[config.mk]
export PLATFORM = sky130hd
export DESIGN_NAME = ile_pick
export DESIGN_NICKNAME = d
export VERILOG_FILES = /design/src/hdl/ile_pick.sv
export SDC_FILE = /design/constraint.sdc
export NUM_CORES = 1
export LEC_CHECK = 0
export ABC_CLOCK_PERIOD_IN_PS = 5460
export CORE_UTILIZATION = 71
export DETAILED_ROUTE_END_ITERATION = 12
export DONT_BUFFER_PORTS = 1
export PLACE_DENSITY = 0.95
export SETUP_SLACK_MARGIN = 0.5
export SLEW_MARGIN = 0
export SYNTH_ARGS = -nofsm -noshare
export SYNTH_HDL_FRONTEND = slang
export SYNTH_SLANG_ARGS = --single-unit
[constraint.sdc]
create_clock -name vclk -period 5.46
set_clock_uncertainty 0.2 [all_clocks]
set_input_delay 0.546 -clock vclk [all_inputs]
set_output_delay 0.546 -clock vclk [all_outputs]
set_load 0.1 [all_outputs]
[src/hdl/ile_pick.sv]
// picks the lowest or highest set match bit and encodes its index
`timescale 1ns / 1ps

module ile_pick #(
    parameter int N     = 64,
    parameter int IDX_W = 6
) (
    input  logic [N-1:0]     hits,
    input  logic             last,
    output logic             hit,
    output logic [IDX_W-1:0] index
);
    logic [N-1:0]     rev;
    logic [N-1:0]     src;
    logic [N-1:0]     iso;
    logic [IDX_W-1:0] raw;

    always_comb
    begin
        for (int i = 0; i < N; i++)
            rev[i] = hits[N-1-i];
    end

    assign src = last ? rev : hits;
    // lowest set bit kept alone by the two's complement trick
    assign iso = src & (~src + N'(1));

    always_comb
    begin
        raw = '0;
        for (int i = 0; i < N; i++)
        begin
            if (iso[i])
                raw = raw | IDX_W'(i);
        end
    end

    assign hit   = |hits;
    assign index = last ? (IDX_W'(N - 1) - raw) : raw;

endmodule

## Word level (Yosys, flattened, before mapping)

Index checks and enable logic that the tools add are counted.
Widths: inputs -> output; s select.

| word-level totals | value |
|---|---|
| flip-flop bits (word level) | 0 |
| latch bits | 0 |
| memory bits (writable) | 0 |
| ROM bits | 0 |
| input bits | 65 |
| output and inout bits | 7 |
| logic and storage cells | 70 |
| memories | 0 |

| cells by class | value |
|---|---|
| add/sub/neg operators | 2 |
| multipliers | 0 |
| div/mod/pow operators | 0 |
| magnitude comparators | 0 |
| equal/unequal tests | 0 |
| shift operators | 0 |
| mux-type cells | 65 |
| bitwise gates (word level) | 2 |
| reduce and logical (&&, ||, !) cells | 1 |

Operators by type and width:

| cell | number |
|---|---|
| $mux 6 | 33 |
| $mux 5 | 16 |
| $add 64x1->64 const B | 1 |
| $and 64x64->64 | 1 |
| $mux 64 | 1 |
| $not 64->64 | 1 |
| $reduce_or 64->1 | 1 |
| $mux 4 | 8 |
| $mux 3 | 4 |
| $sub 6x6->6 const A | 1 |
| $mux 2 | 2 |
| $mux 1 | 1 |

## Longest topological paths before layout

| logic depth | value |
|---|---|
| word-level depth | 69 |
| depth in mapped cells | 14 |
| mapped depth without buffers | 8 |

## Least setup slack after synthesis

No wires, ideal clock.

| path | value |
|---|---|
| kind | input port to output port |
| from | in last |
| to | out index[4] |
| data arrival time | 4.337 ns |
| data required time | 4.714 ns |
| path slack | 0.377 ns |
| stages on the path | 8 |
| path buffers | 1 |
| cell sequence | buf_4 > or3_1 > a222oi_1 > nand4_2 > or4_1 > o311ai_2 > nor4_1 > xnor2_1 |

| between the ends | value |
|---|---|
| word-level cells in the longest chain between the ends | 69 |

RTL lines:

| what | RTL line | source |
|---|---|---|
| start, declared | 9 | `input logic last,` |
| $mux 64 | 24 | `assign src = last ? rev : hits;` |
| $not 64->64 | 26 | `assign iso = src & (~src + N'(1));` |
| $add 64x1->64 | 26 |  |
| $and 64x64->64 | 26 |  |
| $mux 1 | 33 | `if (iso[i])` |
| $mux 2 (2 in a row) | 33 |  |
| $mux 3 (4 in a row) | 33 |  |
| $mux 4 (8 in a row) | 33 |  |
| $mux 5 (16 in a row) | 33 |  |
| $mux 6 (32 in a row) | 33 |  |
| $sub 6x6->6 | 39 | `assign index = last ? (IDX_W'(N - 1) - raw) : raw;` |
| $mux 6 (*) | 39 |  |
| end, declared | 11 | `output logic [IDX_W-1:0] index` |

Mark *: on every way between the ends. The rest lies on a longest branch, timed or not.

## Final worst setup path

| path | value |
|---|---|
| from | in hits[16] |
| to | out index[2] |

| between the ends | value |
|---|---|
| word-level cells in the longest chain between the ends | 53 |

RTL lines:

| what | RTL line | source |
|---|---|---|
| start, declared | 8 | `input logic [N-1:0] hits,` |
| $mux 64 (*) | 24 |  |
| $not 64->64 | 26 |  |
| $add 64x1->64 | 26 |  |
| $and 64x64->64 (*) | 26 |  |
| $mux 5 (15 in a row) | 33 |  |
| $mux 6 (31 in a row) | 33 |  |
| $mux 6 (*) | 33 |  |
| $sub 6x6->6 | 39 |  |
| $mux 6 (*) | 39 |  |

Marked as above.

==> impl_results.md <==
* Maximum fanout along the worst path at 6
* Final setup viols at 0
* Crit share post-route at 0.827
* I/O Pins at 72
* Reg area at 0 um2
* Nets at 470
* Fill count at 297
* TNS Setup at 0 ps
* Final min period at 4510 ps
* HPWL after DPL at ~8600 um
* Vert. Die Dim at between 60 and 70 um
* Slew headroom at 0.310
* Pre-CTS setup slack at around 1000 ps
* M3 GR Usage at 0.113
* CP Data Arrival Time at approximately 3800 ps
* Register area share after synthesis at 0
* DIE AREA at 0.00424 mm2
* GPL Wtd Cong at 1.09
* Core area at 0.00374 mm2
* M1 GR Usage at 0.620
* Top cells by area, synth: nor4_1 (6.4%), mux2_2 (6.4%), nor2_1 (6.1%), mux2i_1 (5.7%), nor3_1 (5.5%)
* Layout cells sized above 1 at 0.114
* M2 GR Usage at 0.797
* Hold WC Path Type: primary input to output pin
* Number of core rows at 22
* Vias in the first global route at approximately 3300
* Sequential cells at 0
* Critical Path RT at about 4700 ps
* Syn-to-layout area delta at 0.886%
* Synthesized Nets at ~500
* Post-route ant nets at 0
* Grt total ovfl at 0
* # DRC at 0
* First-pass GRT wire length at around 16000 um
* Post-Synthesis Cell Area at approximately 0.0028 mm2
* Worst slew pin tran at 1030 ps
* Initial antenna violation count at 0
* Leading cell type in the layout, fill and taps excluded: nor2_1
* Most frequent cells in the layout: nor2_1 (46), nor3_1 (31), nor4_1 (29)
* Max_cap viols at 0
* Routed len/inst at approximately 24 um
* CP Class: primary input to output pin
* Netlist cell types at 74
* GR peak layer: met2
* IO buf count at 0
* Fmax at ~0.22 GHz
* Status: completed
* Drt first pass iters at 6
* Total number of vias at about 3900
* Vias/cell at 8.56
* Largest net degree at the start of global routing at 154
* Post-synthesis instance total at 423
* PnR worst setup slack at 945 ps
* Area leader, netlist: nor4_1
* Area share of the largest cell type after synthesis at 0.0642
* Post-CTS resize count at 0
* Effective utilization at floorplan at 0.755
* Hold-fix buffers, CTS at 0
* Final Hold Fails at 0
* Detailed router's first-iteration violation count at approximately 560
* Die W at 65.1 um
* Final Max Tran Viols at 0
* Syn Area/Cell at approximately 6.7 um2
* Layout clock buffers at 0
* RSZ-0062 raised after global routing: no
* Crit start category: primary input
* YS warnings at 0
* Post-CTS Repair Setup Buffers at 0
* Setup crit end kind: output pin
* Gr usage total at 0.499
* Cells on Worst Hold Path at 2
* Routed WL at 11000 um
worst paths after layout:
| check | from | end |
|---|---|---|
| max | hits[16] | index[2] |
| min | last | index[0] |
area by class of cell:
class                           count  area, um2  area share
Tap cell                           48       60.1      0.0211
Multi-Input combinational cell    385       2700       0.946
Antenna cell                        1       2.50    0.000878
Timing Repair Buffer                6       45.0      0.0158
Inverter                           12       45.0      0.0158
layer usage:
layer	up-vias	wire length [um]
met1	1731	4100
met4	0	691
met5	-	0
met3	76	1530
li1	1698	-
met2	364	4710
cells by family (layout without fill, tap and decap cells):
kind of cell	after synthesis	after routing	share of synthesized area
xor gates and xnor gates	6	6	0.0186
other	0	1	0
buffers and inverters	38	18	0.0611
muxes	32	32	0.120
and+or+nand+nor	236	236	0.500
AOI/OAI and AO/OA	111	111	0.299
cells in the mapped netlist, types with 4 or more instances:
master     n
or3_1     12
a22oi_1    5
and2_1     9
inv_1     12
buf_2     11
nor2_1    46
nor4b_1   12
buf_4      4
or3b_2     5
o21ai_0   11
or4_1      8
or4b_2     4
nor4_1    29
a31oi_1    7
nor2b_1    4
a211oi_1   5
a21oi_1   18
mux2i_1   16
o32ai_1    4
xor2_1     4
nand3_1   12
clkbuf_1   9
a32oi_1    8
o32a_1     5
nor3_1    31
o22ai_1    5
nor3b_1   13
mux2_2    16
nand2_1   16
nand4_1    8
critical path: stages:
cell      delay [ps]
or4b_2           720
a222oi_1         640
nand2_1          270
nor4_1           540
o21ai_0          220
o311a_1          210
nand3b_1         150
xor2_2           160
buf_4            310
stage by stage:
stage	area, um2	util	hold slack [ps]	std cells
2_1_floorplan	2860	-	1560	423
3_3_place_gp	2850	0.761	1170	451
3_5_place_dp	2850	0.761	1170	451
4_1_cts	2850	0.761	1170	451
5_1_grt	2850	0.761	1170	451
6_report	2850	0.761	1170	452
