--- config.mk ---
export PLATFORM = sky130hd
export DESIGN_NAME = ile_cell
export DESIGN_NICKNAME = d
export VERILOG_FILES = /design/src/hdl/ile_pkg.sv /design/src/hdl/ile_cell.sv
export SDC_FILE = /design/constraint.sdc
export NUM_CORES = 1
export LEC_CHECK = 0
export BUFFER_PORTS_ARGS = -buffer_cell sky130_fd_sc_hd__buf_2
export CORE_MARGIN = 1
export CORE_UTILIZATION = 38
export DETAILED_ROUTE_END_ITERATION = 6
export GPL_TIMING_DRIVEN = 0
export PLACE_DENSITY_LB_ADDON = 0.25
export SLEW_MARGIN = 20
export SYNTH_ARGS = -nofsm -noshare
export SYNTH_HDL_FRONTEND = slang
export SYNTH_SLANG_ARGS = --single-unit
--- constraint.sdc ---
create_clock -name clk -period 3.5 [get_ports clk]
set_clock_uncertainty 0.2 [all_clocks]
set_input_delay 0.175 -clock clk [delete_from_list [all_inputs] [get_ports clk]]
set_output_delay 0.175 -clock clk [all_outputs]
set_load 0.005 [all_outputs]
--- src/hdl/ile_pkg.sv ---
// shared types, codes and field widths of the indexed list engine
`timescale 1ns / 1ps

package ile_pkg;

    localparam int CMD_W   = 3;
    localparam int POS_W   = 7;
    localparam int DATA_W  = 32;
    localparam int FIDX_W  = 6;
    localparam int FCNT_W  = 7;
    localparam int STAT_W  = 2;

    typedef enum logic [CMD_W-1:0] {
        CMD_APPEND       = 3'd0,
        CMD_INSERT       = 3'd1,
        CMD_REMOVE_AT    = 3'd2,
        CMD_REMOVE_VALUE = 3'd3,
        CMD_GET          = 3'd4,
        CMD_SET          = 3'd5,
        CMD_FIRST_INDEX  = 3'd6,
        CMD_LAST_INDEX   = 3'd7
    } command_t;

    typedef enum logic [STAT_W-1:0] {
        STAT_OK       = 2'd0,
        STAT_FULL     = 2'd1,
        STAT_RANGE    = 2'd2,
        STAT_NOTFOUND = 2'd3
    } status_t;

    typedef enum logic [1:0] {
        OP_HOLD   = 2'd0,
        OP_WRITE  = 2'd1,
        OP_INSERT = 2'd2,
        OP_REMOVE = 2'd3
    } cell_op_t;

    typedef enum logic {
        S_IDLE = 1'b0,
        S_EXEC = 1'b1
    } state_t;

    typedef struct packed {
        cell_op_t op;
        logic     cmp_en;
    } cell_ctrl_t;

endpackage

--- src/hdl/ile_cell.sv ---
// one list entry: holds a value, shifts with its neighbours and compares
`timescale 1ns / 1ps

module ile_cell #(
    parameter int IDX   = 0,
    parameter int VW    = 32,
    parameter int IDX_W = 6
) (
    input  logic              clk,
    input  ile_pkg::cell_ctrl_t ctrl,
    input  logic [IDX_W-1:0]  k,
    input  logic [VW-1:0]     wr_value,
    input  logic [VW-1:0]     cmp_value,
    input  logic [VW-1:0]     left_value,
    input  logic [VW-1:0]     right_value,
    output logic [VW-1:0]     value,
    output logic              match,
    output logic [VW-1:0]     read_part
);
    import ile_pkg::*;

    localparam logic [IDX_W-1:0] MY_IDX = IDX_W'(IDX);

    logic [VW-1:0] data_reg;
    logic [VW-1:0] data_next;
    logic          match_reg;
    logic          match_next;
    logic          at_k;
    logic          above_k;

    assign at_k    = (MY_IDX == k);
    assign above_k = (MY_IDX > k);

    always_comb
    begin
        data_next = data_reg;
        case (ctrl.op)
            OP_WRITE:
            begin
                if (at_k)
                    data_next = wr_value;
            end
            OP_INSERT:
            begin
                if (above_k)
                    data_next = left_value;
                else if (at_k)
                    data_next = wr_value;
            end
            OP_REMOVE:
            begin
                if (above_k || at_k)
                    data_next = right_value;
            end
            default:
            begin
                data_next = data_reg;
            end
        endcase
    end

    assign match_next = ctrl.cmp_en ? (data_reg == cmp_value) : match_reg;

    always_ff @(posedge clk)
    begin
        data_reg  <= data_next;
        match_reg <= match_next;
    end

    assign value     = data_reg;
    assign match     = match_reg;
    assign read_part = at_k ? data_reg : '0;

endmodule

Word level (Yosys, flattened, before mapping)
Cells that the tools add are included.
W data, S select, Z words.
{"block": "totals", "register_bits": 33, "input_bits": 138, "out_inout_bits": 65, "wordCells": 17}
{"block": "op_classes", "n_lt_le_gt_ge": 1, "eq_ne": 5, "mux": 5, "reduce_logical": 4}
{"cell": "$mux W32", "n": 4}
{"cell": "$pmux W32 S3", "n": 1}
{"cell": "$eq A32 B32 Y1", "n": 1}
{"cell": "$gt A1 B6 Y1 const A", "n": 1}
{"cell": "$logic_not A6 Y1", "n": 1}
{"cell": "$eq A2 B2 Y1 const B", "n": 2}
{"cell": "$reduce_bool A3 Y1", "n": 1}
{"cell": "$eq A2 B1 Y1 const B", "n": 1}
{"cell": "$ne A2 B2 Y1 const B", "n": 1}
{"cell": "$reduce_and A2 Y1", "n": 1}
{"cell": "$logic_or A1 B1 Y1", "n": 1}

Depth between registers and ports, before layout
{"block": "logic_depth", "word_depth": 4, "mapped_depth": 6, "mapped_depth_nobuf": 4}

Worst setup path before layout
No wires, ideal clock.
{"block": "synth_timing", "path_kind": "input-to-reg", "from": "in k[5]", "to": "reg data_reg[0] (netlist: value[0]), enable pin", "setup_ps": 422, "arrival_time_ps": 2376, "required_time_ps": 2878, "path_slack_ps": 502, "stages": 6, "path_buffers": 2, "cell_sequence": "nor4_4 -> and2_1 -> buf_6 -> buf_12 -> nor2_1 -> nor2_1"}
{"block": "synth_between", "elab_chain_len": 4, "elab_cells_between_ends": 5, "classes_between": "order compare (1); eq/ne (1); reduce/logical (3)"}
{"element": "from (decl)", "line_no": "ile_cell.sv:11", "text": "input logic [IDX_W-1:0] k,"}
{"element": "$gt A1 B6 Y1 or $logic_not A6 Y1 (tied branches)", "line_no": "ile_cell.sv:32, ile_cell.sv:31"}
{"element": "$logic_or A1 B1 Y1 (*)", "line_no": "ile_cell.sv:52", "text": "if (above_k || at_k)"}
{"element": "$ne A2 B2 Y1 (no line) (*)"}
{"element": "$reduce_and A2 Y1 (no line) (*)"}
{"element": "to (signal assigned)", "line_no": "ile_cell.sv:66", "text": "data_reg <= data_next;"}
{"element": "to (decl)", "line_no": "ile_cell.sv:24", "text": "logic [VW-1:0] data_reg;"}
Mark *: on every way between the ends. The rest lies on a longest branch, timed or not.
A chain may end at the register's enable or synchronous reset.

Worst setup path after layout
{"block": "layout_timing", "from": "in k[5]", "to": "reg data_reg[11] (netlist: value[11]), enable pin"}
The elaborated chain is that of the path after synthesis.

==> metrics.md <==
| Metric | Value |
|---|---|
| Period utilisation layout | `63.8%` |
| Antenna violations before repair | `0` |
| Crit-path max FO | `17` |
| WHS | `0.0342 ns` |
| Post-place setup slack | `0.940 ns` |
| DR vias | `approximately 2,600` |
| CTS tree | `built` |
| Synthesized-area fraction occupied by xor and xnor cells | `12.3%` |
| Worst Path Arrival | `2.03 ns` |
| IO buf count | `170` |
| Hold Crit Class | `in -> reg` |
| Synth Area in Adders | `0%` |
| Initial core utilization | `40.5%` |
| WL per Instance | `15.8 um` |
| Worst slew margin | `62.0%` |
| Number of flip-flops in the largest register | `32` |
| Vias in the first global route | `~2,500` |
| Die height | `79.5 um` |
| DRC violations left | `0` |
| Num ports | `roughly 200` |
| RSZ-0062 raised after global routing | `false` |
| Drt first-iter violations | `approximately 150` |
| DP HPWL | `6370 um` |
| Clock tree root buffer cell | `clkbuf_8` |
| Post-DRT Antenna Nets | `0` |
| Worst VDD drop | `around 170 uV` |
| Share of layout cells above drive strength 1 | `41.7%` |
| Post-synthesis mux area share | `0%` |
| Final wirelength | `between 8000 and 9000 um` |
| Row cnt | `27` |
| Placeable Area | `5640 um^2` |
| Clock sinks | `33` |
| Max Slew Vio Count | `0` |
| CP Class | `in -> reg` |
| Worst-case clock buffer depth | `2` |
| Nets | `about 580` |
| Register-to-Register Setup Slack | `about 1.8 ns` |
| First-pass GRT wire length | `12,000 um` |
| Reg clk slew, reported paths | `0.07 ns` |
| Grt total ovfl | `0` |
| Post-route cell area | `3350 um^2` |
| Num CTS Buffers | `5` |
| Finished Layout Cells | `~520` |
| Largest net degree at the start of global routing | `18` |
| MaxCap Viol Count | `0` |
| Syn_nets | `402` |
| Area growth from synthesis to layout | `46.8%` |
| Setup violators final | `0` |
| Seq/Total Area, Yosys | `between 40% and 50%` |
| #FFs+latches synth | `33` |
| Vias/cell | `5.04` |
| Setup WS post-layout | `1.27 ns` |
| Leak | `1.75 nW` |
| Full die area | `6320 um^2` |
| Post-Synth Simple-Gate Area | `roughly 30%` |
| Post-Syn Area per Cell | `8.64 um^2` |
| Compound-Gate Fraction of Synth Area | `slightly below 9%` |
| N_diodes | `0` |
| Setup crit start kind | `input port` |
| CP Data Required Time | `about 3.3 ns` |
| Status | `finished clean` |
| Die width | `79.5 um` |
| Post-Syn Area | `roughly 2300 um^2` |
| Mapped Cells | `264` |
| Final min period | `2.23 ns` |
| Largest family of logic cells by synthesized area | `simple AND/OR/NAND/NOR gates` |
| Pwr Density | `321 nW/um^2` |
| Final Hold Viols | `0` |
| Crit end category | `register` |
| Synth cell types | `14` |
| GRT Util Overall | `25.6%` |
| Worst slew pin tran | `0.568 ns` |
| TNS Setup | `0 ns` |
| Yosys warnings | `0` |
| GP Congestion | `~0.83` |
| Worst-skew pair later-pin latency | `0.28 ns` |
| Dpl cell area | `about 3300 um^2` |
| DP Cell Count | `507` |
| Max H-tree Level | `2` |
| F_max | `0.448 GHz` |
| TritonRoute pass-1 iters | `4` |
-- through the flow --
stage / power (mW) / utilization (%)
5_1_grt: 1.12 / 59.4
6_report: 1.07 / 59.4
3_3_place_gp: 0.798 / 57.1
2_1_floorplan: 0.654 / -
3_5_place_dp: 0.811 / 57.8
4_1_cts: 1.08 / 59.4
-- layout make-up --
cell class | count | area, um^2
Tap cell | 72 | 90.1
Timing Repair Buffer | 172 | 888
Multi-Input combinational cell | 211 | 1170
Sequential cell | 33 | 991
Clock buffer | 5 | 68.8
Fill cell | 562 | 2290
Clock inverter | 3 | 12.5
Buffer | 20 | 131
-- synthesized netlist by cell type (all sizes together) --
master	count	area share, %
a31oi	32	8.8
and2	1	0.27
and3	32	8.9
buf	4	3.1
clkbuf	16	2.6
edfxtp	33	43
nand2	66	11
nand4	2	0.55
nor2	37	6.1
nor4	9	3.1
xor2	32	12
-- worst max-delay path, cell delays in order --
cell and delay [ns]:
buf_2 0.11, nor4_4 0.46, and2_1 0.21, buf_6 0.15, buf_12 0.13, nor2_1 0.06
nor2_4 0.49, buf_16 0.22
-- logic make-up (layout without fill, tap and decap cells) --
group	count (synthesis)	count (layout)
and+or+nand+nor	147	147
DFF	33	33
AOI/OAI and AO/OA	32	32
xor gates and xnor gates	32	32
buffers and inverters	20	200
-- metal layers --
layer  vias up  track usage (%)  wire [um]
met5         -                0          0
met2       114             47.8       4160
li1       1285                -          -
met4         0             6.55         80
met3         8             5.94        587
met1      1196             29.0       3310
-- placed cells by master, fill, tap and decap left out --
cell,count
buf_6,1
clkinv_2,1
nor4_1,8
nand2_1,66
nand4_1,2
nor2_1,36
buf_16,1
nor4_4,1
and3_2,2
a31oi_1,32
nor2_4,1
clkinv_1,2
clkbuf_1,16
buf_12,3
and3_1,30
buf_2,170
dlygate4sd3_1,1
and2_1,1
xor2_1,32
edfxtp_1,33
clkbuf_8,5
-- final timing paths --
| kind | depth (start not counted) | to | startpoint |
|---|---|---|---|
| setup / recovery | 8 | value[11] | k[5] |
| hold / removal | 3 | value[21] | right_value[21] |
| setup reg to reg | 4 | match | value[31] |
| hold reg to reg | 2 | value[9] | value[9] |
-- where the power goes --
| part | switching [mW] | internal, mW | total, mW |
|---|---|---|---|
| Sequential | 0.0504 | 0.493 | 0.543 |
| Clock | 0.137 | 0.134 | 0.271 |
| Combinational | 0.129 | 0.131 | 0.260 |
| Total | 0.317 | 0.757 | 1.07 |
-- timing repair --
action                    in CTS  in global routing
gates resized for setup        0                  0
hold endpoints to repair       1                  0
hold buffers                   1                  0
setup buffers                  0                  0
(Power assumes the default switching activity.)
